===== config.mk =====
export PLATFORM = sky130hd
export DESIGN_NAME = rrsdf_front_flat
export DESIGN_NICKNAME = d
export VERILOG_FILES = /design/src/hw/rtl/rrsdf_pkg.sv /design/src/hw/rtl/rrsdf_if.sv /design/src/hw/rtl/rrsdf_front.sv /design/src/flat_wrapper.sv
export SDC_FILE = /design/constraint.sdc
export NUM_CORES = 2
export LEC_CHECK = 0
export BUFFER_PORTS_ARGS = -buffer_cell sky130_fd_sc_hd__buf_2
export CAP_MARGIN = 30
export CORE_UTILIZATION = 35
export DETAILED_ROUTE_END_ITERATION = 8
export PLACE_DENSITY_LB_ADDON = 0.15
export SLEW_MARGIN = 10
export SYNTH_ARGS = -nofsm -noshare
export SYNTH_HDL_FRONTEND = slang
export SYNTH_SLANG_ARGS = --single-unit

===== constraint.sdc =====
create_clock -name clock -period 19.3 [get_ports clock]
set_input_delay 0.965 -clock clock [delete_from_list [all_inputs] [get_ports clock]]
set_output_delay 0.965 -clock clock [all_outputs]
set_load 0.02 [all_outputs]

===== src/hw/rtl/rrsdf_pkg.sv =====
`default_nettype none
package rrsdf_pkg;

   localparam int RED_SHIFT   = 16;
   localparam int GREEN_SHIFT = 8;
   localparam int BLUE_SHIFT  = 0;
   localparam int ALPHA_SHIFT = 24;
   localparam bit ALPHA_PRESENT = 1'b1;

   localparam int CSR_IDX_W = 4;

   localparam logic [CSR_IDX_W-1:0] CSR_CENTER_X      = 4'd0;
   localparam logic [CSR_IDX_W-1:0] CSR_CENTER_Y      = 4'd1;
   localparam logic [CSR_IDX_W-1:0] CSR_HALF_WIDTH    = 4'd2;
   localparam logic [CSR_IDX_W-1:0] CSR_HALF_HEIGHT   = 4'd3;
   localparam logic [CSR_IDX_W-1:0] CSR_CORNER_RADIUS = 4'd4;
   localparam logic [CSR_IDX_W-1:0] CSR_BORDER_WIDTH  = 4'd5;
   localparam logic [CSR_IDX_W-1:0] CSR_FILL_COLOR    = 4'd6;
   localparam logic [CSR_IDX_W-1:0] CSR_INV_SCALE     = 4'd7;

   localparam logic [15:0] INV_SCALE_RESET = 16'd4096;

   typedef struct packed {
      logic signed [23:0] center_x;
      logic signed [23:0] center_y;
      logic [22:0]        half_width;
      logic [22:0]        half_height;
      logic [22:0]        corner_radius;
      logic [22:0]        border_width;
      logic [31:0]        fill_color;
      logic [15:0]        inv_scale;
   } cfg_type;

   // front to back queue entry
   typedef struct packed {
      logic [52:0]        sum;
      logic signed [26:0] inner;
      logic [31:0]        dst;
   } qent_type;

endpackage
`default_nettype wire


===== src/hw/rtl/rrsdf_if.sv =====
`default_nettype none
interface rrsdf_req_if;
   logic        valid;
   logic        ready;
   logic [11:0] pixel_x;
   logic [11:0] pixel_y;
   logic [31:0] dst_pixel;
   modport source (output valid, output pixel_x, output pixel_y, output dst_pixel,
                   input ready);
   modport sink (input valid, input pixel_x, input pixel_y, input dst_pixel,
                 output ready);
endinterface

`default_nettype wire


===== src/hw/rtl/rrsdf_front.sv =====
`default_nettype none
module rrsdf_front (
   input  wire logic                clock,
   input  wire logic                reset,
   input  rrsdf_pkg::cfg_type       cfg,
   rrsdf_req_if.sink                req_ch,
   input  wire logic                q_full,
   output logic                     q_push,
   output rrsdf_pkg::qent_type      q_data
);
   logic front_en;
   logic f1_v_ff, f2_v_ff, f3_v_ff, f4_v_ff;
   logic [23:0] lx_ff, ly_ff, lx_in, ly_in;
   logic [31:0] f1_dst_ff, f2_dst_ff, f3_dst_ff, f4_dst_ff;
   logic signed [25:0] dx_ff, dy_ff, dx_in, dy_in;
   logic signed [26:0] qx_ff, qy_ff, qx_in, qy_in;
   logic [51:0] sqx_ff, sqy_ff, sqx_in, sqy_in;
   logic signed [26:0] inner_ff, inner_in;

   assign front_en = !f4_v_ff || !q_full;
   assign req_ch.ready = front_en;
   assign q_push = f4_v_ff && !q_full;
   assign q_data.sum = 53'(sqx_ff) + 53'(sqy_ff);
   assign q_data.inner = inner_ff;
   assign q_data.dst = f4_dst_ff;

   always_comb begin
      logic [28:0] px, py;
      logic signed [25:0] ax, ay;
      logic signed [26:0] hw, hh, cr, mq;
      logic [25:0] mx, my;
      px = 29'({req_ch.pixel_x, 1'b1}) * 29'(cfg.inv_scale) + 29'd16;
      py = 29'({req_ch.pixel_y, 1'b1}) * 29'(cfg.inv_scale) + 29'd16;
      lx_in = px[28:5];
      ly_in = py[28:5];
      dx_in = $signed({2'b00, lx_ff}) - 26'(cfg.center_x);
      dy_in = $signed({2'b00, ly_ff}) - 26'(cfg.center_y);
      ax = dx_ff[25] ? -dx_ff : dx_ff;
      ay = dy_ff[25] ? -dy_ff : dy_ff;
      hw = $signed({4'b0000, cfg.half_width});
      hh = $signed({4'b0000, cfg.half_height});
      cr = $signed({4'b0000, cfg.corner_radius});
      qx_in = 27'(ax) - hw + cr;
      qy_in = 27'(ay) - hh + cr;
      mx = (qx_ff > 0) ? qx_ff[25:0] : 26'd0;
      my = (qy_ff > 0) ? qy_ff[25:0] : 26'd0;
      sqx_in = 52'(mx) * 52'(mx);
      sqy_in = 52'(my) * 52'(my);
      mq = (qx_ff > qy_ff) ? qx_ff : qy_ff;
      inner_in = (mq > 0) ? 27'sd0 : mq;
   end

   always_ff @(posedge clock) begin
      if (reset) begin
         f1_v_ff <= 1'b0;
         f2_v_ff <= 1'b0;
         f3_v_ff <= 1'b0;
         f4_v_ff <= 1'b0;
      end else if (front_en) begin
         f1_v_ff <= req_ch.valid;
         f2_v_ff <= f1_v_ff;
         f3_v_ff <= f2_v_ff;
         f4_v_ff <= f3_v_ff;
      end
      if (front_en) begin
         lx_ff <= lx_in;
         ly_ff <= ly_in;
         f1_dst_ff <= req_ch.dst_pixel;
         dx_ff <= dx_in;
         dy_ff <= dy_in;
         f2_dst_ff <= f1_dst_ff;
         qx_ff <= qx_in;
         qy_ff <= qy_in;
         f3_dst_ff <= f2_dst_ff;
         sqx_ff <= sqx_in;
         sqy_ff <= sqy_in;
         inner_ff <= inner_in;
         f4_dst_ff <= f3_dst_ff;
      end
   end
endmodule
`default_nettype wire


===== src/flat_wrapper.sv =====
// flat-port wrapper written by rule: the top's interface ports become plain ports
module rrsdf_front_flat 
  (clock, reset, cfg, q_full, q_push, q_data, req_ch_valid, req_ch_pixel_x, req_ch_pixel_y, req_ch_dst_pixel, req_ch_ready);
  rrsdf_req_if req_ch_i ();
  input  wire logic clock;
  input  wire logic reset;
  input  rrsdf_pkg::cfg_type cfg;
  input  wire logic q_full;
  output logic q_push;
  output rrsdf_pkg::qent_type q_data;
  input wire logic [$bits(req_ch_i.valid)-1:0] req_ch_valid;
  input wire logic [$bits(req_ch_i.pixel_x)-1:0] req_ch_pixel_x;
  input wire logic [$bits(req_ch_i.pixel_y)-1:0] req_ch_pixel_y;
  input wire logic [$bits(req_ch_i.dst_pixel)-1:0] req_ch_dst_pixel;
  output wire logic [$bits(req_ch_i.ready)-1:0] req_ch_ready;
  assign req_ch_i.valid = req_ch_valid;
  assign req_ch_i.pixel_x = req_ch_pixel_x;
  assign req_ch_i.pixel_y = req_ch_pixel_y;
  assign req_ch_i.dst_pixel = req_ch_dst_pixel;
  assign req_ch_ready = req_ch_i.ready;
  rrsdf_front u_core (.clock(clock), .reset(reset), .cfg(cfg), .req_ch(req_ch_i), .q_full(q_full), .q_push(q_push), .q_data(q_data));
endmodule

==> impl_metrics.tcl <==
set metrics [dict create \
    crit_fanout 51 \
    dieWidth_um 462.8 \
    grt_pass1_wl_um 343600 \
    syn-mean-instance-area_sq_um 9.666 \
    via_count 52759 \
    cts_resized 0 \
    cts_hold_buf 0 \
    synth_nets 10064 \
    final_nets 10311 \
    drc 0 \
    synth_top_area_share_pct 37.23 \
    post-route-min-period_ns 10.69 \
    initial_utilization_pct 35.35 \
    holdWs_ns 0.4096 \
    wirelength_um 227000 \
    clk_latency_ns 0.68 \
    ant_nets 0 \
    cpMostUsedCell "fa_1" \
    fp.coreArea_sq_um 210200 \
    htree_num_levels 2 \
    ys.flop_type "edfxtp_1" \
    drtIter0Drc 2884 \
    critPathSlowestCell "and2_1" \
    hold_depth 0 \
    tns_ns 0 \
    grtUsageTotal_pct 21.28 \
    synthesis.area_sq_um 74310 \
    ys_ff_latch 415 \
    slew_viol_final 0 \
    max_freq_ghz 0.09357 \
    synth_top_cells_by_count "1,941 x inv_1, 1,382 x fa_1, 821 x nand2_1" \
    relSlewSlack_pct 30.10 \
    synth_edf_count 411 \
    hold_class "reg2reg" \
    critPathTopFamily "adder cells" \
    die_area_sq_um 214200 \
    clk_pin_slew_ns 0.06 \
    grt_max_degree 80 \
    path_depth 31 \
    maxCapViolCount 0 \
    grt_overflow 0 \
    drive_above_1_share_pct 7.006 \
    cts_buffers 53 \
    io_pins 362 \
    yosysMostFrequentCell "inv_1" \
    synth_top_area_cell "fa_1" \
    netlist_top_cells_area "fa_1 37%, edfxtp_1 17%, ha_1 13%, inv_1 9.8%, nand2_1 4.1%" \
    die_h_um 462.8 \
    grt_pass1_vias 56354 \
    end_kind "flip-flop" \
    gp_congestion 0.9175 \
    drt_first_pass_iters 6 \
    rr_worst_depth 31 \
    port_buffers 306 \
    clock_sinks 415 \
    rows 168 \
    cp_num_buf_inv 7 \
    vias_per_cell 4.890 \
    root_buffer "clkbuf_16" \
    finalHoldViolCount 0 \
    status "finished clean" \
    place_hpwl_um 186900 \
    crit_type "reg2reg" \
    yosysWarnings 0 \
    cts_tree "built" \
    critPathMaxStageDelay_ns 0.78 \
    fin_skew_ns 0.03166 \
    clock_path_buffers 3 \
    synth.distinct_cells 71 \
    critPathLaunchType "flip-flop" \
    async_flop_share_pct 0 \
    critPathArrivalTime_ns 11.09 \
    rsz0062_at_grt "no" \
    post-route-period-util_pct 55.37 \
    crit_required_ns 19.71 \
    worst_pin_slew_ns 1.048 \
    antenna_found_initial 19 \
    synth_cells 7688 \
    area.growth.synth_to_final_pct 9.542 \
    fin_cells 10790 \
    final-setup-viol-count 0 \
    synth.yosys.seq_area_share_pct 16.72 \
    post_cts_buffers 0 \
    dp_cells 10683 \
    post_drt_wl_per_cell_um 21.04 \
]
## cells by family after synthesis
group           share of synthesized area [%]
buf+inv                                 11.01
xor+xnor                                3.831
fa+ha+maj                               49.79
compound gates                          7.255
flops                                   16.72
mux                                    0.4226
simple gates                            10.97
## final cells by class
type | count | area, sq um
fillers | 21307 | 128800
multi-input cells | 5094 | 53750
flip-flops and latches | 415 | 12420
inverters | 1949 | 7316
well taps | 2805 | 3510
repair buffers | 422 | 2470
clock buffers | 57 | 1341
clock inverters | 42 | 575.6
diodes | 6 | 15.01
## layer usage
layer | up-vias | global-route usage (%) | wire, um
li1 | 24369 | - | -
met3 | 305 | 2.836 | 11180
met2 | 1193 | 36.06 | 108200
met4 | 16 | 8.260 | 9962
met5 | - | 0 | 113
met1 | 26876 | 27.47 | 97570
## through the flow
| step | util [%] | setup WS, ns | area (sq um) |
|---|---|---|---|
| floorplan | - | 8.590 | 74310 |
| global placement | 37.76 | 8.606 | 79360 |
| detailed placement | 37.78 | 8.624 | 79410 |
| CTS | 38.69 | 8.539 | 81330 |
| global route | 38.72 | 8.087 | 81390 |
| finish | 38.73 | 8.613 | 81400 |
## placed cells by master (no fill, tap or decap), types with 13 or more instances in the layout
cell	synthesis	routed
fa_1	1382	1382
nor4_1	25	25
or2_2	13	13
o211ai_1	15	15
a21o_1	147	147
xnor2_1	243	243
nor2b_1	47	46
inv_1	1941	1941
clkbuf_16	0	53
edfxtp_1	411	411
nand2b_1	36	36
nor2_1	261	254
o21bai_1	45	45
nand3_1	77	77
and2_1	203	203
nand4_1	33	33
a21oi_1	262	262
a31oi_1	35	35
o21a_1	42	42
buf_2	0	306
o21ai_0	151	151
a211oi_1	32	32
ha_1	746	746
xor2_1	82	82
or3_1	15	15
mux2i_1	28	28
and3_1	105	105
nor3_1	111	111
nand2_1	821	820
o31ai_1	22	22
buf_4	0	111
## flip-flops by register name (all words and copies together), names as in the netlist
signal	count
u_core.dx_ff	26
u_core.dy_ff	26
u_core.f1_dst_ff	32
u_core.f1_v_ff	1
u_core.f2_dst_ff	32
u_core.f2_v_ff	1
u_core.f3_dst_ff	32
u_core.f3_v_ff	1
u_core.f4_dst_ff	32
u_core.f4_v_ff	1
u_core.inner_ff	27
u_core.lx_ff	24
u_core.ly_ff	24
u_core.qx_ff	27
u_core.qy_ff	27
u_core.sqx_ff	51
u_core.sqy_ff	51
## final timing paths
kind | slack, ns | end | start
worst max register to register | 8.61 | u_core.sqx_ff[51]$_DFFE_PP_ | u_core.qx_ff[18]$_DFFE_PP_
worst min register to register | 0.41 | u_core.f2_dst_ff[30]$_DFFE_PP_ | u_core.f1_dst_ff[30]$_DFFE_PP_
worst min-delay path | 0.41 | u_core.f2_dst_ff[30]$_DFFE_PP_ | u_core.f1_dst_ff[30]$_DFFE_PP_
worst max-delay path | 8.61 | u_core.sqx_ff[51]$_DFFE_PP_ | u_core.qx_ff[18]$_DFFE_PP_
Power is not shown: default switching activity piles up to over one toggle a cycle in this logic, so the estimate is an artifact.
