`src/hw/rtl/rrsdf_pkg.sv`:
```
`default_nettype none
package rrsdf_pkg;

   localparam int RED_SHIFT   = 16;
   localparam int GREEN_SHIFT = 8;
   localparam int BLUE_SHIFT  = 0;
   localparam int ALPHA_SHIFT = 24;
   localparam bit ALPHA_PRESENT = 1'b1;

   localparam int CSR_IDX_W = 4;

   localparam logic [CSR_IDX_W-1:0] CSR_CENTER_X      = 4'd0;
   localparam logic [CSR_IDX_W-1:0] CSR_CENTER_Y      = 4'd1;
   localparam logic [CSR_IDX_W-1:0] CSR_HALF_WIDTH    = 4'd2;
   localparam logic [CSR_IDX_W-1:0] CSR_HALF_HEIGHT   = 4'd3;
   localparam logic [CSR_IDX_W-1:0] CSR_CORNER_RADIUS = 4'd4;
   localparam logic [CSR_IDX_W-1:0] CSR_BORDER_WIDTH  = 4'd5;
   localparam logic [CSR_IDX_W-1:0] CSR_FILL_COLOR    = 4'd6;
   localparam logic [CSR_IDX_W-1:0] CSR_INV_SCALE     = 4'd7;

   localparam logic [15:0] INV_SCALE_RESET = 16'd4096;

   typedef struct packed {
      logic signed [23:0] center_x;
      logic signed [23:0] center_y;
      logic [22:0]        half_width;
      logic [22:0]        half_height;
      logic [22:0]        corner_radius;
      logic [22:0]        border_width;
      logic [31:0]        fill_color;
      logic [15:0]        inv_scale;
   } cfg_type;

   // front to back queue entry
   typedef struct packed {
      logic [52:0]        sum;
      logic signed [26:0] inner;
      logic [31:0]        dst;
   } qent_type;

endpackage
`default_nettype wire

```
`src/hw/rtl/rrsdf_if.sv`:
```
`default_nettype none


interface rrsdf_csr_if;
   logic        valid;
   logic        ready;
   logic [3:0]  index;
   logic [31:0] data;
   modport source (output valid, output index, output data, input ready);
   modport sink (input valid, input index, input data, output ready);
endinterface
`default_nettype wire

```
`src/hw/rtl/rrsdf_csr.sv`:
```
`default_nettype none
module rrsdf_csr (
   input  wire logic           clock,
   input  wire logic           reset,
   rrsdf_csr_if.sink           csr_ch,
   output rrsdf_pkg::cfg_type  cfg
);
   rrsdf_pkg::cfg_type cfg_ff;

   assign csr_ch.ready = 1'b1;
   assign cfg = cfg_ff;

   always_ff @(posedge clock) begin
      if (reset) begin
         cfg_ff <= '{inv_scale: rrsdf_pkg::INV_SCALE_RESET, default: '0};
      end else if (csr_ch.valid) begin
         unique case (csr_ch.index)
            rrsdf_pkg::CSR_CENTER_X:      cfg_ff.center_x <= $signed(csr_ch.data[23:0]);
            rrsdf_pkg::CSR_CENTER_Y:      cfg_ff.center_y <= $signed(csr_ch.data[23:0]);
            rrsdf_pkg::CSR_HALF_WIDTH:    cfg_ff.half_width <= csr_ch.data[22:0];
            rrsdf_pkg::CSR_HALF_HEIGHT:   cfg_ff.half_height <= csr_ch.data[22:0];
            rrsdf_pkg::CSR_CORNER_RADIUS: cfg_ff.corner_radius <= csr_ch.data[22:0];
            rrsdf_pkg::CSR_BORDER_WIDTH:  cfg_ff.border_width <= csr_ch.data[22:0];
            rrsdf_pkg::CSR_FILL_COLOR:    cfg_ff.fill_color <= csr_ch.data;
            rrsdf_pkg::CSR_INV_SCALE:     cfg_ff.inv_scale <= csr_ch.data[15:0];
            default: ;
         endcase
      end
   end
endmodule
`default_nettype wire

```
`src/flat_wrapper.sv`:
```
// flat-port wrapper written by rule: the top's interface ports become plain ports
module rrsdf_csr_flat 
  (clock, reset, cfg, csr_ch_valid, csr_ch_index, csr_ch_data, csr_ch_ready);
  rrsdf_csr_if csr_ch_i ();
  input  wire logic clock;
  input  wire logic reset;
  output rrsdf_pkg::cfg_type cfg;
  input wire logic [$bits(csr_ch_i.valid)-1:0] csr_ch_valid;
  input wire logic [$bits(csr_ch_i.index)-1:0] csr_ch_index;
  input wire logic [$bits(csr_ch_i.data)-1:0] csr_ch_data;
  output wire logic [$bits(csr_ch_i.ready)-1:0] csr_ch_ready;
  assign csr_ch_i.valid = csr_ch_valid;
  assign csr_ch_i.index = csr_ch_index;
  assign csr_ch_i.data = csr_ch_data;
  assign csr_ch_ready = csr_ch_i.ready;
  rrsdf_csr u_core (.clock(clock), .reset(reset), .csr_ch(csr_ch_i), .cfg(cfg));
endmodule
```
`config.mk`:
```
export PLATFORM = sky130hd
export DESIGN_NAME = rrsdf_csr_flat
export DESIGN_NICKNAME = d
export VERILOG_FILES = /design/src/hw/rtl/rrsdf_pkg.sv /design/src/hw/rtl/rrsdf_if.sv /design/src/hw/rtl/rrsdf_csr.sv /design/src/flat_wrapper.sv
export SDC_FILE = /design/constraint.sdc
export NUM_CORES = 1
export LEC_CHECK = 0
export ABC_AREA = 1
export BUFFER_PORTS_ARGS = -buffer_cell sky130_fd_sc_hd__clkbuf_2
export CAP_MARGIN = 0
export CELL_PAD_IN_SITES_DETAIL_PLACEMENT = 0
export CELL_PAD_IN_SITES_GLOBAL_PLACEMENT = 2
export CORE_AREA = 3 3 153 185
export CTS_BUF_LIST = sky130_fd_sc_hd__clkbuf_4 sky130_fd_sc_hd__clkbuf_8
export CTS_CLUSTER_DIAMETER = 120
export DETAILED_ROUTE_END_ITERATION = 6
export DIE_AREA = 0 0 156 188
export PLACE_DENSITY = 0.88
export SLEW_MARGIN = 20
export SYNTH_ARGS = -nofsm -noshare
export SYNTH_HDL_FRONTEND = slang
export SYNTH_SLANG_ARGS = --single-unit
```
`constraint.sdc`:
```
create_clock -name clock -period 1.4 [get_ports clock]
set_input_delay 0.21 -clock clock [delete_from_list [all_inputs] [get_ports clock]]
set_output_delay 0.21 -clock clock [all_outputs]
set_load 0.01 [all_outputs]
```
==> metrics.cfg, run 1 <==
[status]
status=finished, final reports clean

[route]
first_pass_iters=4
wl_per_cell_um=13.8
totalWireLength_um=23400
drt-vias-per-instance=4.17
drc_errors=0
drtIter0Drc=383
final_antenna_net_count=0
vias=7060

[logic_synthesis]
syn_area_um2=7450
synth_most_common_cell=nor2_1
synth_edf_count=0
ys_async_sr_fraction_pct=0
yosys.cell_types.count=18
ys.flop_type=dfxtp_1
syn_inst=1108
ys_ff_latch=188
synth.top_cell.area_share_pct=50.5
ys_warn_count=0
synth_top_cell_by_area=dfxtp_1
synth_area_leaders=dfxtp_1 (51%), nor2_1 (19%), nand2_1 (17%), inv_1 (4.1%), nand4_1 (3.9%)
syn-num-nets=1147
synth_common_cells=nor2_1 (378), nand2_1 (332), dfxtp_1 (188)
synth_seq_area_share_pct=50.5
syn_avg_cell_area_um2=6.72

[pwr]
cellPowerDensity_nw_per_um2=1050
ir_worst_vdd_mv=0.475
p_leak_nw=4.89
fin_total_pwr_w=0.0103

[global_routing]
grt_max_degree=65
antenna_found_initial=1
grt_first_pass_wirelength_um=36500
grt_pass1_vias=6512
grt_overflow=0
grtUsageTotal_pct=15.9

[clocking]
htreeDepth=4
cts-root-to-sink-buffers=2
numCtsBuffers=17
root_buffer=clkbuf_8
cts.clk_slew.worst_paths_ns=0.10
clk_latency_ns=0.46
cts_tree=built
cts.sinks=188
ctsResizeCount=0

[floorplanning]
die_area_um2=29300
initial_core_util_pct=27.7
rows=66
core-area_um2=26800
ios=228
die_y_um=188
dieWidth_um=156

[hold_path]
holdCritPathClass=in2reg

[timing]
fin_crit_sh_pct=87.6
fmax_mhz=815
tns_ns=0
hold_ws_ns=0.0454
hold_violations=0
setup_viol=0
fin_skew_ns=0
fin_crit_ns=1.23
maxSlewViolCount=0
rsz0062_at_grt=false

[worst_setup_path]
cpMaxStageDelayCell=dfxtp_1
ff2ff_path_depth=4
slowest_delay_ns=0.40
cp.depth=1
cp_top_family=flip-flops
worstPathRequired_ns=1.19
crit_buf_inv=1
startpoint=u_core.cfg[145]
end_kind=output port
path_cells=clkbuf_2
crit_end=cfg[145]
r2r_start=u_core.cfg[97]
r2r_end=u_core.cfg[97]
crit_type=reg2out
crit_fanout=2
arrival_ns=1.02
r2r_slack_ns=0.74
start_kind=flop

[finish]
fin_nets=1379
n_fill_cell=2959
largest_reg_flops=188
area_growth_pct=30.9
final_util_pct=36.3
layout-drive-gt1-share_pct=21.8

[placement]
dp_hpwl_um=16300
gp_congestion=0.748
portBuffers=226

[job]
cap_violations=0

[cells by family (layout without fill, tap and decap cells)]
kind of cell	count (synthesis)	count (layout)	share of synthesized area, %
buffers and inverters	150	395	8.28
other	1	2	0.0504
AO/OA/AOI/OAI	1	1	0.0672
AND/OR/NAND/NOR	768	768	41.1
flip-flops	188	188	50.5
[layer usage]
metal / up-vias / global-route usage, % / wire (um)
li1: 3777 / - / -
met4: 0 / 5.61 / 431
met2: 176 / 25.2 / 10900
met3: 22 / 4.20 / 1340
met5: - / 0 / 0
met1: 3085 / 20.8 / 10700
[power by group]
group | leakage [nW] | internal, W | switching [W]
Clock | 0.206 | 0.00154 | 0.00217
Sequential | 1.52 | 0.00546 | 0.0000656
Combinational | 3.16 | 0.000373 | 0.000640
Total | 4.89 | 0.00737 | 0.00288
[worst min-delay path by stage]
| stage | to | startpoint | depth (start not counted) |
|---|---|---|---|
| after floorplan | u_core.cfg[12] | csr_ch_data[12] | 2 |
| final | u_core.cfg[183] | csr_ch_data[19] | 3 |
| after detailed placement | u_core.cfg[47] | u_core.cfg[47] | 2 |
| after global placement | u_core.cfg[187] | csr_ch_data[23] | 3 |
| after global routing | u_core.cfg[183] | csr_ch_data[19] | 3 |
| after CTS | u_core.cfg[183] | csr_ch_data[19] | 3 |
[cell usage in the layout (no fill, tap or decap), types with 2 or more instances in the layout]
cell and instances:
nor2_4 4, buf_12 12, nand3_2 2, clkinv_4 4
dlygate4sd3_1 30, inv_8 4, nor2_2 5, clkbuf_2 226
nor2_1 375, inv_6 5, nand4_1 47, nand2_1 332
dfxtp_1 188, clkbuf_8 18, inv_1 82, buf_4 11
[layout make-up]
type / instances / area [um2] / share of cell area, %
clock inverters: 14 / 150 / 1.54
clock buffers: 18 / 248 / 2.54
well taps: 340 / 425 / 4.36
multi-input cells: 770 / 3080 / 31.6
flip-flops and latches: 188 / 3760 / 38.6
diodes: 1 / 2.50 / 0.0257
repair buffers: 279 / 1750 / 18.0
inverters: 84 / 320 / 3.29
[stage by stage]
stage          worst slack (ns)  cell area, um2  std cells
2_1_floorplan             0.288            7450       1108
3_3_place_gp             0.0927            9050       1631
3_5_place_dp             0.0761            9050       1631
4_1_cts                  0.0916            9740       1693
5_1_grt                  0.0865            9750       1694
6_report                  0.173            9750       1694
[repair_timing]
action | in CTS | in global routing
hold buffers | 30 | 0
endpoints found under the hold margin | 51 | 0
buffers inserted | 0 | 0
Note: power is estimated with default switching activity, not from simulation.
==> inputs of run 2 (changes only) <==
Settings changed: CORE_AREA 3 3 153 185 to 3 3 148 179, DIE_AREA 0 0 156 188 to 0 0 151 182, PLACE_DENSITY 0.88 to 0.93.
Clock period 1.4 ns to 1.55 ns, I/O delays scaled along.
==> run 2 against run 1 <==
Effect of this change: largest power group unchanged; sequential share of layout area is 0.18 points higher; largest cell class unchanged; clock skew unchanged; global-route usage increased by 0.86 points; total power is 10% lower; clock power shrank 11%.
==> metrics.cfg, run 2 (synthesis gave the netlist of run 1 again) <==
[global_routing]
use_met1_pct=21.3
top_usage_layer=met2
gr-usage-met2_pct=27.7
grt_max_degree=65
grt_first_pass_wirelength_um=36000
grt_overflow=0
grt.met3_usage_pct=4.19
grtUsageTotal_pct=16.8
grt_pass1_vias=6694
antenna_found_initial=0

[route]
totalWireLength_um=22900
drc_errors=0
vias=7154
wl_per_cell_um=13.6
first_pass_iters=4
drt-vias-per-instance=4.26
drtIter0Drc=250
final_antenna_net_count=0

[clocking]
numCtsBuffers=17
clk_latency_ns=0.47
htreeDepth=4
cts-root-to-sink-buffers=2
root_buffer=clkbuf_8
cts_tree=built
ctsResizeCount=0
cts.sinks=188
cts.clk_slew.worst_paths_ns=0.10

[floorplanning]
dieWidth_um=151
core-area_um2=24800
initial_core_util_pct=30.1
die_area_um2=27500
ios=228
die_y_um=182
rows=63

[worst_setup_path]
path_cells=clkbuf_2
worstPathRequired_ns=1.32
crit_buf_inv=1
crit_type=reg2out
ff2ff_path_depth=4
r2r_start=u_core.cfg[170]
cpMaxStageDelayCell=dfxtp_1
end_kind=output port
slowest_delay_ns=0.39
start_kind=flop
cp_top_family=flip-flops
arrival_ns=1.01
r2r_end=u_core.cfg[170]
r2r_slack_ns=0.89
crit_fanout=2

[finish]
n_fill_cell=2697
area_growth_pct=30.3
final_common_cell=nor2_1
layout-drive-gt1-share_pct=21.9
fin_nets=1379
diodes=0
largest_reg_flops=188
layout_common_cells=nor2_1 (375), nand2_1 (332), clkbuf_2 (226)

[pwr]
cellPowerDensity_nw_per_um2=947
netSwitchingPower_w=0.00255
ir_worst_vdd_mv=0.443
power_frac_seq_pct=54.4
power.internal_w=0.00664
combPwrFrac_pct=9.9
pwr-share-clk_pct=35.8
switching_share_pct=27.7
p_leak_nw=4.86

[timing]
hold_violations=0
setup_viol=0
fin_skew_ns=0
rsz0062_at_grt=false
hold_ws_ns=0.0343
tns_ns=0
fin_crit_ns=1.25
maxSlewViolCount=0
fin_crit_sh_pct=80.4
fin_ws_ns=0.304
fmax_mhz=802

[hold_path]
whs_endpoint=u_core.cfg[109]
holdCritPathClass=in2reg
min-delay-start=csr_ch_data[15]
hold_depth=3

[placement]
gp_congestion=0.773
dp_hpwl_um=16000
portBuffers=226
pre_cts_ws_ns=0.209

[status]
status=finished, final reports clean

[job]
cap_violations=0

## run 2: cell type report
cell class	count	area [um2]	area share, %
clock inverters	13	133	1.37
flip-flops and latches	188	3760	38.8
repair buffers	279	1740	17.9
inverters	84	320	3.30
multi-input cells	770	3080	31.8
well taps	325	407	4.19
clock buffers	19	255	2.63
## run 2: layer usage
metal  vias up  share of wire [%]  wire length (um)
met5         -                  0                 0
met4         0                1.9               444
met3        24                6.2              1410
met2       175                 46             10500
met1      3191                 46             10500
li1       3764                  -                 -
## run 2: through the flow
step / total power (W) / cells / util [%] / area, um2
finish: 0.00919 / 1678 / 39.2 / 9700
global route: 0.00966 / 1678 / 39.2 / 9700
CTS: 0.00936 / 1678 / 39.2 / 9700
detailed placement: 0.00598 / 1617 / 36.5 / 9020
global placement: 0.00597 / 1617 / 36.5 / 9020
floorplan: 0.00559 / 1108 / - / 7450
## run 2: worst max-delay path by stage
stage / start / endpoint / slack [ns] / cells after the start
after floorplan: csr_ch_valid / u_core.cfg[117] / 0.42 / 6
after global placement: csr_ch_index[3] / u_core.cfg[36] / 0.24 / 8
after global routing: u_core.cfg[26] / cfg[26] / 0.24 / 1
after CTS: u_core.cfg[144] / cfg[144] / 0.25 / 1
after detailed placement: csr_ch_index[3] / u_core.cfg[44] / 0.21 / 8
final: u_core.cfg[144] / cfg[144] / 0.30 / 1
## run 2: power by group through the flow
| stage | clock network (W) | registers (W) | logic (W) |
|---|---|---|---|
| final | 0.00329 | 0.00499 | 0.000909 |
| after global routing | 0.00362 | 0.00501 | 0.00103 |
| after CTS | 0.00343 | 0.00500 | 0.000926 |
| after detailed placement | 0 | 0.00511 | 0.000867 |
| after global placement | 0 | 0.00511 | 0.000861 |
| after floorplan | 0 | 0.00515 | 0.000446 |
## run 2: repair_timing
action,CTS,global route
buffers inserted,0,0
hold endpoints to repair,46,0
hold buffers,29,0
setup endpoints to repair,0,0
## run 2: tightest hold or removal path, stage by stage
cell,delay [ns]
clkbuf_2,0.11
nor2_1,0.05
nor2_1,0.08
==> inputs of run 3 (changes only) <==
Settings changed: ABC_AREA 1 to 0, CORE_AREA 3 3 148 179 to 3 3 143 173, DIE_AREA 0 0 151 182 to 0 0 146 176, PLACE_DENSITY 0.93 to 0.86.
Clock period 1.55 ns to 1.3 ns, I/O delays scaled along.
==> run 3 against run 2 <==
Effect of this change: hold slack improved by 0.11 ns; critical path type unchanged; sequential share of layout area fell by 0.89 points; wire length fell by 4.6%; clock skew stayed put; highest routed layer unchanged.
==> metrics.cfg, run 3 <==
[logic_synthesis]
ys_async_sr_fraction_pct=0
synth_top_cell_by_area=dfxtp_1
syn_avg_cell_area_um2=10.4
synth_most_common_cell=dfxtp_1
synth-xor-area-share_pct=0
muxShareOfSynthArea_pct=20.2
syn-num-nets=747
synth_area_leaders=dfxtp_1 (51%), mux2i_1 (20%), nand2b_1 (15%), o21ai_0 (3.7%), clkbuf_1 (1.8%)
ys.flop_type=dfxtp_1
synthSimpleGateAreaFrac_pct=20.0
synth_top_family_by_area=multiplexers
synth_edf_count=0
yosys.cell_types.count=25
syn_area_um2=7370
ys_warn_count=0
synth.top_cell.area_share_pct=51.0
synth_seq_area_share_pct=51.0
synth_compound_area_share_pct=5.29
ys_ff_latch=188
synth_common_cells=dfxtp_1 (188), nand2b_1 (181), mux2i_1 (149)
syn_inst=708
synth_fa_ha_area_share_pct=0

[timing]
rsz0062_at_grt=false
setup_viol=0
maxSlewViolCount=0
fin_skew_ns=0
fin_crit_ns=1.17
fmax_mhz=853
tns_ns=0
hold_violations=0
fin_crit_sh_pct=90.2

[clocking]
cts_tree=built
htreeDepth=4
cts.clk_slew.worst_paths_ns=0.10
cts.sinks=188
postCtsSetupRepairBufs=0
numCtsBuffers=17
cts-root-to-sink-buffers=2
clk_latency_ns=0.44
root_buffer=clkbuf_8

[worst_setup_path]
crit_fanout=2
arrival_ns=0.98
end_kind=output port
r2r_slack_ns=0.58
cpMaxStageDelayCell=dfxtp_1
cp_top_family=flip-flops
ff2ff_path_depth=3
worstPathRequired_ns=1.11
slowest_delay_ns=0.37
r2r_end=u_core.cfg[3]
crit_type=reg2out
path_cells=clkbuf_2
crit_buf_inv=1
start_kind=flop
r2r_start=u_core.cfg[3]

[hold_path]
holdCritPathClass=in2reg
min-delay-start=reset
hold_depth=3
whs_endpoint=u_core.cfg[148]

[finish]
fin_nets=1009
final_cells=1297
layout-drive-gt1-share_pct=31.4
n_fill_cell=2345
stdcell_area_um2=9930
final_common_cell=clkbuf_2
largest_reg_flops=188
layout_common_cells=clkbuf_2 (225), dfxtp_1 (188), nand2b_1 (180)
area_growth_pct=34.7
final_util_pct=42.9
diodes=0

[route]
first_pass_iters=6
drtIter0Drc=205
totalWireLength_um=21800
drc_errors=0
final_antenna_net_count=0
vias=5816
drt-vias-per-instance=4.48
wl_per_cell_um=16.8

[placement]
dpl.cell_count=1234
dp_hpwl_um=15500
portBuffers=226
gp_congestion=0.723
dpl-instance-area_um2=9190

[floorplanning]
die_y_um=176
dieWidth_um=146
core-area_um2=23100
initial_core_util_pct=31.9
die_area_um2=25700
rows=61
ios=228

[global_routing]
grt_pass1_vias=5792
grt_max_degree=58
grt_overflow=0
antenna_found_initial=0
grtUsageTotal_pct=16.8
grt_first_pass_wirelength_um=34100

[status]
status=finished, final reports clean

[pwr]
p_leak_nw=4.81
ir_worst_vdd_mv=0.562
cellPowerDensity_nw_per_um2=1090

[job]
cap_violations=0

==> run 3: cell families after synthesis <==
kind of cell	Yosys count
compound gates	78
buf+inv	53
flops	188
mux	149
other cells	1
simple gates	239
==> run 3: area by class of cell <==
cell class | count | area [um2] | area share (%)
sequential | 188 | 3760 | 37.9
multi-input combinational | 467 | 3390 | 34.1
timing repair buffer | 296 | 1960 | 19.8
tap | 315 | 394 | 3.97
clock buffer | 19 | 262 | 2.63
clock inverter | 12 | 158 | 1.59
==> run 3: tightest hold or removal path, stage by stage <==
cell	delay, ns
buf_4	0.14
buf_12	0.16
a21oi_1	0.05
==> run 3: report_power, final <==
| part | leakage [nW] | total [W] | internal [W] | switching (W) |
|---|---|---|---|---|
| clock network | 0.206 | 0.00410 | 0.00187 | 0.00223 |
| logic | 3.09 | 0.000884 | 0.000413 | 0.000471 |
| registers | 1.52 | 0.00587 | 0.00583 | 0.0000403 |
| total | 4.81 | 0.0109 | 0.00811 | 0.00274 |
==> run 3: what timing repair did <==
action,4_1_cts,5_1_grt
endpoints found under the hold margin,32,0
gates resized for setup,0,0
hold buffers,32,0
==> run 3: how the worst max path moves through the flow <==
stage | from | end | cells after the start
floorplan | csr_ch_index[1] | u_core.cfg[164] | 4
global placement | csr_ch_index[1] | u_core.cfg[153] | 5
detailed placement | csr_ch_index[1] | u_core.cfg[164] | 5
CTS | u_core.cfg[170] | cfg[170] | 1
global route | u_core.cfg[84] | cfg[84] | 1
finish | u_core.cfg[170] | cfg[170] | 1
==> run 3: through the flow <==
step	setup slack (ns)	power, W	hold slack (ns)
floorplan	0.00696	0.00642	0.343
global placement	-0.0690	0.00683	0.440
detailed placement	-0.0885	0.00683	0.450
CTS	0.0740	0.0110	0.0880
global route	0.0551	0.0114	0.118
finish	0.127	0.0109	0.140
==> run 3: layer usage <==
metal	up-vias	GRT usage [%]	part of all wire (%)	routed length [um]
li1	2892	-	-	-
met1	2760	22.2	46	10100
met2	157	27.8	47	10300
met3	7	4.88	5.9	1290
met4	0	3.18	0.53	116
met5	-	0	0	0
