File: src/hw/rtl/rrsdf_pkg.sv
`default_nettype none
package rrsdf_pkg;

   localparam int RED_SHIFT   = 16;
   localparam int GREEN_SHIFT = 8;
   localparam int BLUE_SHIFT  = 0;
   localparam int ALPHA_SHIFT = 24;
   localparam bit ALPHA_PRESENT = 1'b1;

   localparam int CSR_IDX_W = 4;

   localparam logic [CSR_IDX_W-1:0] CSR_CENTER_X      = 4'd0;
   localparam logic [CSR_IDX_W-1:0] CSR_CENTER_Y      = 4'd1;
   localparam logic [CSR_IDX_W-1:0] CSR_HALF_WIDTH    = 4'd2;
   localparam logic [CSR_IDX_W-1:0] CSR_HALF_HEIGHT   = 4'd3;
   localparam logic [CSR_IDX_W-1:0] CSR_CORNER_RADIUS = 4'd4;
   localparam logic [CSR_IDX_W-1:0] CSR_BORDER_WIDTH  = 4'd5;
   localparam logic [CSR_IDX_W-1:0] CSR_FILL_COLOR    = 4'd6;
   localparam logic [CSR_IDX_W-1:0] CSR_INV_SCALE     = 4'd7;

   localparam logic [15:0] INV_SCALE_RESET = 16'd4096;

   typedef struct packed {
      logic signed [23:0] center_x;
      logic signed [23:0] center_y;
      logic [22:0]        half_width;
      logic [22:0]        half_height;
      logic [22:0]        corner_radius;
      logic [22:0]        border_width;
      logic [31:0]        fill_color;
      logic [15:0]        inv_scale;
   } cfg_type;

   // front to back queue entry
   typedef struct packed {
      logic [52:0]        sum;
      logic signed [26:0] inner;
      logic [31:0]        dst;
   } qent_type;

endpackage
`default_nettype wire

File: src/hw/rtl/rrsdf_queue.sv
`default_nettype none
module rrsdf_queue (
   input  wire logic               clock,
   input  wire logic               reset,
   input  wire logic               push,
   input  rrsdf_pkg::qent_type     push_data,
   input  wire logic               pop,
   output logic                    full,
   output logic                    empty,
   output rrsdf_pkg::qent_type     head
);
   rrsdf_pkg::qent_type mem_ff [4];
   logic [1:0] wr_ptr_ff, rd_ptr_ff;
   logic [2:0] count_ff;

   assign full = (count_ff == 3'd4);
   assign empty = (count_ff == 3'd0);
   assign head = mem_ff[rd_ptr_ff];

   always_ff @(posedge clock) begin
      if (reset) begin
         wr_ptr_ff <= '0;
         rd_ptr_ff <= '0;
         count_ff <= '0;
      end else begin
         if (push) wr_ptr_ff <= wr_ptr_ff + 2'd1;
         if (pop) rd_ptr_ff <= rd_ptr_ff + 2'd1;
         count_ff <= count_ff + 3'(push) - 3'(pop);
      end
      if (push) mem_ff[wr_ptr_ff] <= push_data;
   end
endmodule
`default_nettype wire

File: config.mk
export PLATFORM = sky130hd
export DESIGN_NAME = rrsdf_queue
export DESIGN_NICKNAME = d
export VERILOG_FILES = /design/src/hw/rtl/rrsdf_pkg.sv /design/src/hw/rtl/rrsdf_queue.sv
export SDC_FILE = /design/constraint.sdc
export NUM_CORES = 1
export LEC_CHECK = 0
export BUFFER_PORTS_ARGS = -buffer_cell sky130_fd_sc_hd__buf_2
export CORE_MARGIN = 2
export CORE_UTILIZATION = 51
export CTS_CLUSTER_DIAMETER = 50
export DETAILED_ROUTE_END_ITERATION = 12
export MAX_ROUTING_LAYER = met4
export PLACE_DENSITY_LB_ADDON = 0.05
export SLEW_MARGIN = 20
export SYNTH_ARGS = -nofsm -noshare
export SYNTH_HDL_FRONTEND = slang
export SYNTH_SLANG_ARGS = --single-unit
File: constraint.sdc
create_clock -name clock -period 4.08 [get_ports clock]
set_clock_uncertainty 0.15 [all_clocks]
set_input_delay 0.408 -clock clock [delete_from_list [all_inputs] [get_ports clock]]
set_output_delay 0.408 -clock clock [all_outputs]
set_load 0.05 [all_outputs]
==> out/qor.yml, run 1 <==
run_status:
  outcome: "finished, final reports clean"
detailed_routing:
  drtAntennaViolNets: 0
  vias: 7895
  drc: 0
  wl_per_cell_microns: 21.34
  viasPerCell: 5.313
  drt_iter0_markers: 523
  firstDrtPassIters: 4
  drt-total-wl_mm: 31.71
clock_tree:
  cts_tree: "yes"
  clkTransAtPathRegs_ns: 0.06
  htreeDepth: 2
  ctsResizeCount: 0
  clockBufferDepth: 3
  clkSinkCount: 457
  clock_latency_ns: 0.54
  cts_root_buf: "clkbuf_16"
  numCtsBuffers: 48
timing:
  min_period_ns: 3.131
  slew_headroom_pct: 40.85
  tightest_slew_ns: 0.8873
  fin_crit_sh_pct: 76.73
  finalSetupViolations: 0
  slew_violations: 0
  setup_slack_ns: 0.9493
  fmax_ghz: 0.3194
  setup_tns_ns: 0
  hold_viol_final: 0
  rsz0062_at_grt: "no"
place:
  place.gp.congestion: 0.7247
  io_buffer_count: 229
  dp_cells: 1292
  pre_cts_ws_ns: 1.426
  dp.final_hpwl_mm: 18.97
  placed_area_sq_um: 18320
critical_path:
  cp.arrival_ns: 2.57
  cp_top_family: "flip-flops"
  max_stage_delay_ns: 0.86
  critPathKind: "reg2out"
  crit_slowest_cell: "dfxtp_4"
  worst-path-max-fanout: 37
  crit_chain: "buf_4 -> mux4_2 -> buf_2"
  start_kind: "flop"
  path_buf_inv: 2
  worst_setup_path_end_kind: "primary output"
  cp.required_ns: 3.52
power:
  leakage_nw: 7.132
  powerDensity_nw_per_um2: 528.9
  max-vdd-ir-drop_v: 0.0004245
logic_synthesis:
  syn_inst: 627
  synth_fa_ha_area_share_pct: 0.5699
  muxShareOfSynthArea_pct: 15.18
  synth_top_family_by_area: "multiplexers"
  yosysTopAreaCell: "edfxtp_1"
  ys_seq_area_share_pct: 81.71
  synthesis.area_sq_um: 16680
  yosysWarnings: 0
  syn_area_per_cell_sq_um: 26.61
  async_reset_ff_share_pct: 0
  synth_edf_count: 448
  ys_seq_elements: 457
  synthXorXnorAreaFrac_pct: 0.2475
  synth_area_leaders: "edfxtp_1 81%, mux4_2 15%, buf_12 1.1%, dfxtp_1 1.1%, ha_1 0.45%"
  netlist.area_leader.share_pct: 80.63
  synth_compound_area_share_pct: 0.08999
  syn_nets: 750
  synth-simple-area-share_pct: 0.4499
  ys.flop_type: "edfxtp_1"
  yosysUniqueCellTypes: 22
floorplanning:
  core-area_sq_um: 32370
  initial_core_util_pct: 51.54
  dieArea_sq_um: 34180
  fp-row-count: 66
  ios: 230
  die_w_microns: 184.9
  dieHeight_microns: 184.9
cells_and_area:
  final_nets: 1136
  final_common_cell: "edfxtp_1"
  final_area_sq_um: 20900
  layout.cells.non_filler: 1486
  synthToLayoutAreaGrowth_pct: 25.29
  layout-drive-gt1-share_pct: 40.84
  final_cell_mix: "448 x edfxtp_1, 229 x buf_2, 113 x dlygate4sd3_1"
global_routing:
  grt_pass1_vias: 8642
  overflow: 0
  grtUsageTotal_pct: 19.55
  antenna_found_initial: 1
  grt_pass1_wl_mm: 48.26
  grt_max_degree: 65
job:
  drv_cap: 0
hold_path:
  hp-class: "in2reg"
-- Yosys cell counts, types with 2 or more instances --
cell type and number:
edfxtp_1 448, mux4_2 112, buf_12 9, buf_2 9, dfxtp_1 9, ha_1 6
inv_1 6, nor2_1 5, and2_1 4, buf_1 3, buf_4 3, nor2b_1 2
xnor2_1 2
-- worst reg2reg max path: cells and delay by family, from the launching register on --
kind                     cells  cell delay (ns)
flip-flops                   1             0.39
buffers and inverters        1             0.53
AND/OR/NAND/NOR              1             0.72
adder cells (fa/ha/maj)      1             0.17
-- layer usage --
layer / GRT usage [%] / wire, microns / vias to the layer above / part of all wire [%]
li1: - / - / 3473 / -
met1: 25.01 / 13090 / 4135 / 41
met2: 32.19 / 16090 / 231 / 51
met3: 4.149 / 1861 / 56 / 5.9
met4: 5.365 / 662 / 0 / 2.1
met5: - / 0 / - / 0
-- power breakdown --
part | switching (W) | internal [W] | total (W)
sequential | 0.0000891 | 0.00540 | 0.00549
clock | 0.00164 | 0.00237 | 0.00401
combinational | 0.00104 | 0.000525 | 0.00156
total | 0.00276 | 0.00829 | 0.0111
-- timing repair --
action / CTS / global route
setup endpoints to repair: 0 / 0
hold buffers: 113 / 0
buffers inserted: 0 / 0
endpoints found under the hold margin: 457 / 0
-- layout make-up --
| type | count | area (sq um) |
|---|---|---|
| tap | 442 | 553.0 |
| multi-input combinational | 139 | 2769 |
| antenna | 1 | 2.502 |
| timing repair buffer | 361 | 2470 |
| fill | 2234 | 11470 |
| inverter | 6 | 22.52 |
| sequential | 457 | 13640 |
| clock buffer | 58 | 1260 |
| clock inverter | 22 | 186.4 |
-- flip-flops by register name, indices dropped and copies added (netlist names), named ones only --
signal	count
count_ff	3
mem_ff	448
rd_ptr_ff	2
wr_ptr_ff	2
-- kinds of logic (layout without fill, tap and decap cells) --
logic type | Yosys count | count (layout)
and+or+nand+nor | 14 | 14
xor gates and xnor gates | 3 | 3
other | 0 | 1
AOI/OAI and AO/OA | 2 | 2
muxes | 113 | 113
adders and majority gates | 7 | 7
DFF | 457 | 457
buffers and inverters | 31 | 447
-- metrics by stage --
stage	hold slack, ns	util, %	power (W)
final	0.06838	64.58	0.01106
after floorplan	0.3296	-	0.006703
after detailed placement	0.3638	56.61	0.007086
after global placement	0.3585	56.61	0.007049
after global routing	0.03706	64.58	0.01144
after CTS	0.02219	64.57	0.01117
-- path summary, 6_finish.rpt --
check | start | end | slack [ns] | depth (start not counted)
setup / recovery | flop | head[49] | 0.95 | 3
setup reg to reg | wr_ptr_ff[0]$_SDFFE_PP0P_ | mem_ff[3][96]$_DFFE_PP_ | 1.74 | 3
hold / removal | pop | flop | 0.07 | 3
hold reg to reg | rd_ptr_ff[0]$_SDFFE_PP0P_ | flop | 0.38 | 2
Note: power is estimated with default switching activity, not from simulation.
==> inputs of run 2 (changes only) <==
Clock period 4.08 ns to 3.1 ns, I/O delays scaled along.
==> out/qor.yml, run 2 (same netlist as run 1, synthesis figures left out) <==
run_status:
  outcome: "finished, final reports clean"  # unchanged
detailed_routing:
  wl_per_cell_microns: 21.46  # was 21.34 microns
  highest_layer: "met4"  # unchanged
  met2RoutedLength_mm: 16.59  # was 16.09 mm
  routed-wl-met3_mm: 2.012  # was 1.861 mm
  drt_iter0_markers: 394  # was 523
  wl_met1_mm: 12.88  # was 13.09 mm
  viasPerCell: 5.294  # was 5.313
  drt-total-wl_mm: 32.02  # was 31.71 mm
  drtAntennaViolNets: 0  # unchanged
  drc: 0  # unchanged
  vias: 7899  # was 7895
  firstDrtPassIters: 4  # unchanged
global_routing:
  grt_max_degree: 62  # was 65
  grtUsageTotal_pct: 19.66  # was 19.55%
  overflow: 0  # unchanged
  grt_pass1_vias: 8700  # was 8642
  antenna_found_initial: 3  # was 1
  grt_pass1_wl_mm: 48.64  # was 48.26 mm
critical_path:
  critPathKind: "reg2out"  # unchanged
  r2r_cells: 3  # unchanged
  cp.arrival_ns: 2.41  # was 2.57 ns
  cp.required_ns: 2.64  # was 3.52 ns
  r2r_slack_ns: 1.04  # was 1.74 ns
  crit_end: "head[84]"  # was head[49]
  worst_setup_path_end_kind: "primary output"  # unchanged
  reg2reg_from: "wr_ptr_ff[0]$_SDFFE_PP0P_"  # unchanged
  start_kind: "flop"  # unchanged
  reg2reg_to: "mem_ff[3][110]$_DFFE_PP_"  # was mem_ff[3][96]$_DFFE_PP_
  worst-path-max-fanout: 21  # was 37
cells_and_area:
  synthToLayoutAreaGrowth_pct: 26.08  # was 25.29%
  reg_top3: "mem_ff x448, count_ff x3"  # unchanged
  final_nets: 1135  # was 1136
  layout-drive-gt1-share_pct: 41.07  # was 40.84%
  layout.cells.non_filler: 1492  # was 1486
  fin_util_pct: 64.99  # was 64.58%
  final_cell_mix: "448 x edfxtp_1, 229 x buf_2, 116 x dlygate4sd3_1"  # was 448 x edfxtp_1, 229 x buf_2, 113 x dlygate4sd3_1
  largest_register_ffs: 448  # unchanged
  top_register: "mem_ff"  # unchanged
  final_common_cell: "edfxtp_1"  # unchanged
  fill_cells: 2229  # was 2234
power:
  power.total_w: 0.01462  # was 0.01106 W
  leakage_nw: 7.166  # was 7.132 nW
  max-vdd-ir-drop_v: 0.0005631  # was 0.0004245 V
  powerDensity_nw_per_um2: 694.8  # was 528.9 nW/um^2
timing:
  min_period_ns: 2.869
  rsz0062_at_grt: "no"  # unchanged
  fmax_ghz: 0.3486
  slew_violations: 0  # unchanged
  fin_crit_sh_pct: 92.55
  slew_headroom_pct: 49.19  # was 40.85%
  hold_viol_final: 0  # unchanged
  finalSetupViolations: 0  # unchanged
  tightest_slew_ns: 0.7621  # was 0.8873 ns
  setup_tns_ns: 0  # unchanged
clock_tree:
  clkTransAtPathRegs_ns: 0.06  # about the same
  numCtsBuffers: 47  # was 48
  ctsResizeCount: 0  # unchanged
  htreeDepth: 2  # unchanged
  cts_root_buf: "clkbuf_16"  # unchanged
  clkSinkCount: 457  # unchanged
  clock_latency_ns: 0.54  # about the same
  clockBufferDepth: 3  # unchanged
  cts_tree: "yes"  # unchanged
floorplanning:
  dieHeight_microns: 184.9  # unchanged
  fp-row-count: 66  # unchanged
  core-area_sq_um: 32370  # unchanged
  initial_core_util_pct: 51.54  # unchanged
  die_w_microns: 184.9  # unchanged
  ios: 230  # unchanged
  dieArea_sq_um: 34180  # unchanged
place:
  io_buffer_count: 229  # unchanged
  dp_cells: 1289  # was 1292
  dp.final_hpwl_mm: 18.89  # was 18.97 mm
  place.gp.congestion: 0.7312  # was 0.7247
hold_path:
  hp-class: "in2reg"  # unchanged
  hold_depth: 2  # was 3
job:
  drv_cap: 0  # unchanged
## run 2: cell types whose count changed in the layout (fill, tap and decap cells not counted)
cell | before | now
buf_4 | 15 | 5
clkinvlp_4 | 1 | 3
clkinv_2 | 3 | 7
inv_6 | 1 | 0
dlygate4sd3_1 | 113 | 116
buf_12 | 4 | 11
clkbuf_1 | 9 | 10
clkinv_4 | 1 | 3
clkinv_1 | 12 | 8
diode_2 | 1 | 3
## run 2: where the power goes
group / internal [W] / leakage [nW] / switching, W
registers: 0.00710 / 4.19 / 0.0000845
clock network: 0.00314 / 0.717 / 0.00219
logic: 0.000704 / 2.26 / 0.00140
total: 0.0109 / 7.17 / 0.00367
## run 2: worst max-delay path: stages (launching register included)
cell and delay [ns]:
dfxtp_4 0.65, buf_4 0.41, mux4_2 0.57, buf_2 0.23
## run 2: final cells by class
type | count | area (sq um) | area share, %
sequential | 457 | 13640 | 64.84
multi-input combinational | 139 | 2769 | 13.16
timing repair buffer | 361 | 2565 | 12.19
clock buffer | 59 | 1264 | 6.007
tap | 442 | 553.0 | 2.629
clock inverter | 25 | 215.2 | 1.023
inverter | 6 | 22.52 | 0.1071
antenna | 3 | 7.507 | 0.03569
## run 2: how the worst min path moves through the flow
stage | startpoint | to | slack, ns
after floorplan | reset | count_ff[0]$_SDFF_PP0_ | 0.23
after global placement | rd_ptr_ff[0]$_SDFFE_PP0P_ | flop | 0.36
after detailed placement | rd_ptr_ff[1]$_SDFFE_PP0P_ | flop | 0.37
after CTS | push_data[39] | mem_ff[1][39]$_DFFE_PP_ | 0.35
after global routing | push_data[26] | mem_ff[1][26]$_DFFE_PP_ | 0.37
final | push_data[26] | mem_ff[1][26]$_DFFE_PP_ | 0.38
## run 2: repair_timing
item | 4_1_cts | 5_1_grt
setup buffers | 0 | 0
hold buffers | 116 | 0
hold endpoints to repair | 457 | 0
## run 2: metal layers
metal,up-vias,global-route usage [%]
met4,0,4.825
met3,48,4.404
met2,227,33.15
met1,4139,24.51
li1,3485,-
met5,-,-
## run 2: per-stage QoR
step / area (sq um) / worst slack [ns] / hold WS (ns)
2_1_floorplan: 16690 / 0.5865 / 0.2316
3_3_place_gp: 18390 / 0.7434 / 0.3604
3_5_place_dp: 18390 / 0.7259 / 0.3739
4_1_cts: 21030 / 0.1381 / 0.3544
5_1_grt: 21040 / 0.05858 / 0.3693
6_report: 21040 / 0.2310 / 0.3771
==> inputs of run 3 (changes only) <==
Settings changed: CTS_CLUSTER_DIAMETER 50 to 40, GPL_TIMING_DRIVEN set to 0.
Clock period 3.1 ns to 3.4 ns, I/O delays scaled along.
==> out/qor.yml, run 3 (same netlist as run 1, synthesis figures left out) <==
run_status:
  outcome: "finished, final reports clean"  # unchanged
floorplanning:
  initial_core_util_pct: 51.54  # unchanged
  dieArea_sq_um: 34180  # unchanged
  core-area_sq_um: 32370  # unchanged
  fp-row-count: 66  # unchanged
  die_w_microns: 184.9  # unchanged
  ios: 230  # unchanged
  dieHeight_microns: 184.9  # unchanged
timing:
  fin_crit_sh_pct: 80.98
  fmax_ghz: 0.3632
  setup_slack_ns: 0.6465  # was 0.2310 ns
  hold_ws_ns: 0.07015  # was 0.3771 ns
  tightest_slew_ns: 0.6903  # was 0.7621 ns
  min_period_ns: 2.753
  slew_violations: 0  # unchanged
  rsz0062_at_grt: "no"  # unchanged
  hold_viol_final: 0  # unchanged
  finalSetupViolations: 0  # unchanged
  slew_headroom_pct: 53.98  # was 49.19%
detailed_routing:
  wl_per_cell_microns: 20.58  # was 21.46 microns
  vias: 7833  # was 7899
  drc: 0  # unchanged
  viasPerCell: 5.177  # was 5.294
  firstDrtPassIters: 5  # was 4
  drtAntennaViolNets: 0  # unchanged
  drt_iter0_markers: 501  # was 394
  drt-total-wl_mm: 31.14  # was 32.02 mm
place:
  io_buffer_count: 229  # unchanged
  place.gp.congestion: 0.7576  # was 0.7312
  pre_cts_ws_ns: 1.185  # was 0.7259 ns
  placed_area_sq_um: 18610  # was 18390 sq um
  dp.final_hpwl_mm: 19.53  # was 18.89 mm
  dp_cells: 1306  # was 1289
power:
  powerDensity_nw_per_um2: 641.0  # was 694.8 nW/um^2
  max-vdd-ir-drop_v: 0.0004408  # was 0.0005631 V
  leakage_nw: 7.369  # was 7.166 nW
critical_path:
  cp.required_ns: 2.91  # was 2.64 ns
  start_kind: "flop"  # unchanged
  worst_setup_path_end_kind: "primary output"  # unchanged
  worst-path-max-fanout: 10  # was 21
  critPathKind: "reg2out"  # unchanged
  cp.arrival_ns: 2.26  # was 2.41 ns
job:
  drv_cap: 0  # unchanged
cells_and_area:
  fill_cells: 2205  # was 2229
  final_common_cell: "edfxtp_1"  # unchanged
  synthToLayoutAreaGrowth_pct: 28.26  # was 26.08%
  final_cell_mix: "448 x edfxtp_1, 238 x buf_2, 115 x dlygate4sd3_1"  # was 448 x edfxtp_1, 229 x buf_2, 116 x dlygate4sd3_1
  top_register: "mem_ff"  # unchanged
  largest_register_ffs: 448  # unchanged
  layout.cells.non_filler: 1513  # was 1492
  final_nets: 1154  # was 1135
  reg_top3: "mem_ff x448, count_ff x3"  # unchanged
  layout-drive-gt1-share_pct: 42.06  # was 41.07%
  final_area_sq_um: 21400  # was 21040 sq um
clock_tree:
  ctsResizeCount: 0  # unchanged
  post_cts_buffers: 0  # unchanged
  clockBufferDepth: 3  # unchanged
  clock_latency_ns: 0.55  # was 0.54 ns
  numCtsBuffers: 50  # was 47
  htreeDepth: 2  # unchanged
  clkTransAtPathRegs_ns: 0.06  # about the same
  clkSinkCount: 457  # unchanged
  cts_root_buf: "clkbuf_16"  # unchanged
  cts_tree: "yes"  # unchanged
global_routing:
  grt_pass1_vias: 8517  # was 8700
  overflow: 0  # unchanged
  antenna_found_initial: 1  # was 3
  grt_pass1_wl_mm: 46.79  # was 48.64 mm
  grtUsageTotal_pct: 19.03  # was 19.66%
  grt_max_degree: 49  # was 62
hold_path:
  hp-class: "in2reg"  # unchanged
[run 3: changes by cell type in the layout (fill, tap and decap cells not counted), sizes merged]
| cell | change |
|---|---|
| buf | +17 |
| clkbuf | +6 |
| diode | -2 |
| bufinv | +1 |
| clkinv | +1 |
| clkinvlp | -1 |
| dlygate4sd3 | -1 |
[run 3: final timing paths]
path / startpoint / end / slack (ns) / cells after the start
max: flop / head[104] / 0.65 / 4
min: push / wr_ptr_ff[1]$_SDFFE_PP0P_ / 0.07 / 3
max reg2reg: wr_ptr_ff[0]$_SDFFE_PP0P_ / mem_ff[2][34]$_DFFE_PP_ / 1.53 / 4
min reg2reg: rd_ptr_ff[0]$_SDFFE_PP0P_ / rd_ptr_ff[1]$_SDFFE_PP0P_ / 0.39 / 2
[run 3: through the flow]
step,TNS (ns),utilization (%),total power (W)
floorplan,0,-,0.008028
global placement,-40.51,56.81,0.008489
detailed placement,0,57.50,0.008554
CTS,0,66.10,0.01387
global route,0,66.11,0.01420
finish,0,66.11,0.01372
[run 3: report_power, final]
| part | switching [W] | total (W) | internal [W] |
|---|---|---|---|
| combinational | 0.00129 | 0.00198 | 0.000685 |
| clock | 0.00202 | 0.00520 | 0.00318 |
| sequential | 0.0000625 | 0.00654 | 0.00648 |
| total | 0.00337 | 0.0137 | 0.0103 |
[run 3: timing repair]
item	CTS	global route
hold buffers	115	0
endpoints found under the setup margin	0	0
hold endpoints to repair	457	0
[run 3: layer usage]
| metal | global-route usage, % | vias to the layer above | wire length (microns) | share of wire (%) |
|---|---|---|---|---|
| met5 | - | - | 0 | 0 |
| met4 | 5.683 | 0 | 656 | 2.1 |
| met3 | 4.463 | 54 | 1929 | 6.2 |
| met2 | 32.51 | 216 | 16220 | 52 |
| met1 | 22.73 | 4032 | 12340 | 40 |
| li1 | - | 3531 | - | - |
[run 3: worst max-delay path, stage by stage, from the launching register on]
cell     delay [ns]
dfxtp_1        0.42
buf_2          0.35
buf_2          0.35
mux4_2         0.36
buf_2          0.23
[run 3: final cells by class]
cell class	instances	area, sq um	share of cell area, %
Multi-Input combinational cell	139	2769	12.94
Antenna cell	1	2.502	0.01169
Clock inverter	26	241.5	1.128
Clock buffer	65	1391	6.501
Tap cell	442	553.0	2.584
Timing Repair Buffer	352	2517	11.76
Sequential cell	457	13630	63.70
Buffer	25	270.3	1.263
Inverter	6	22.52	0.1052
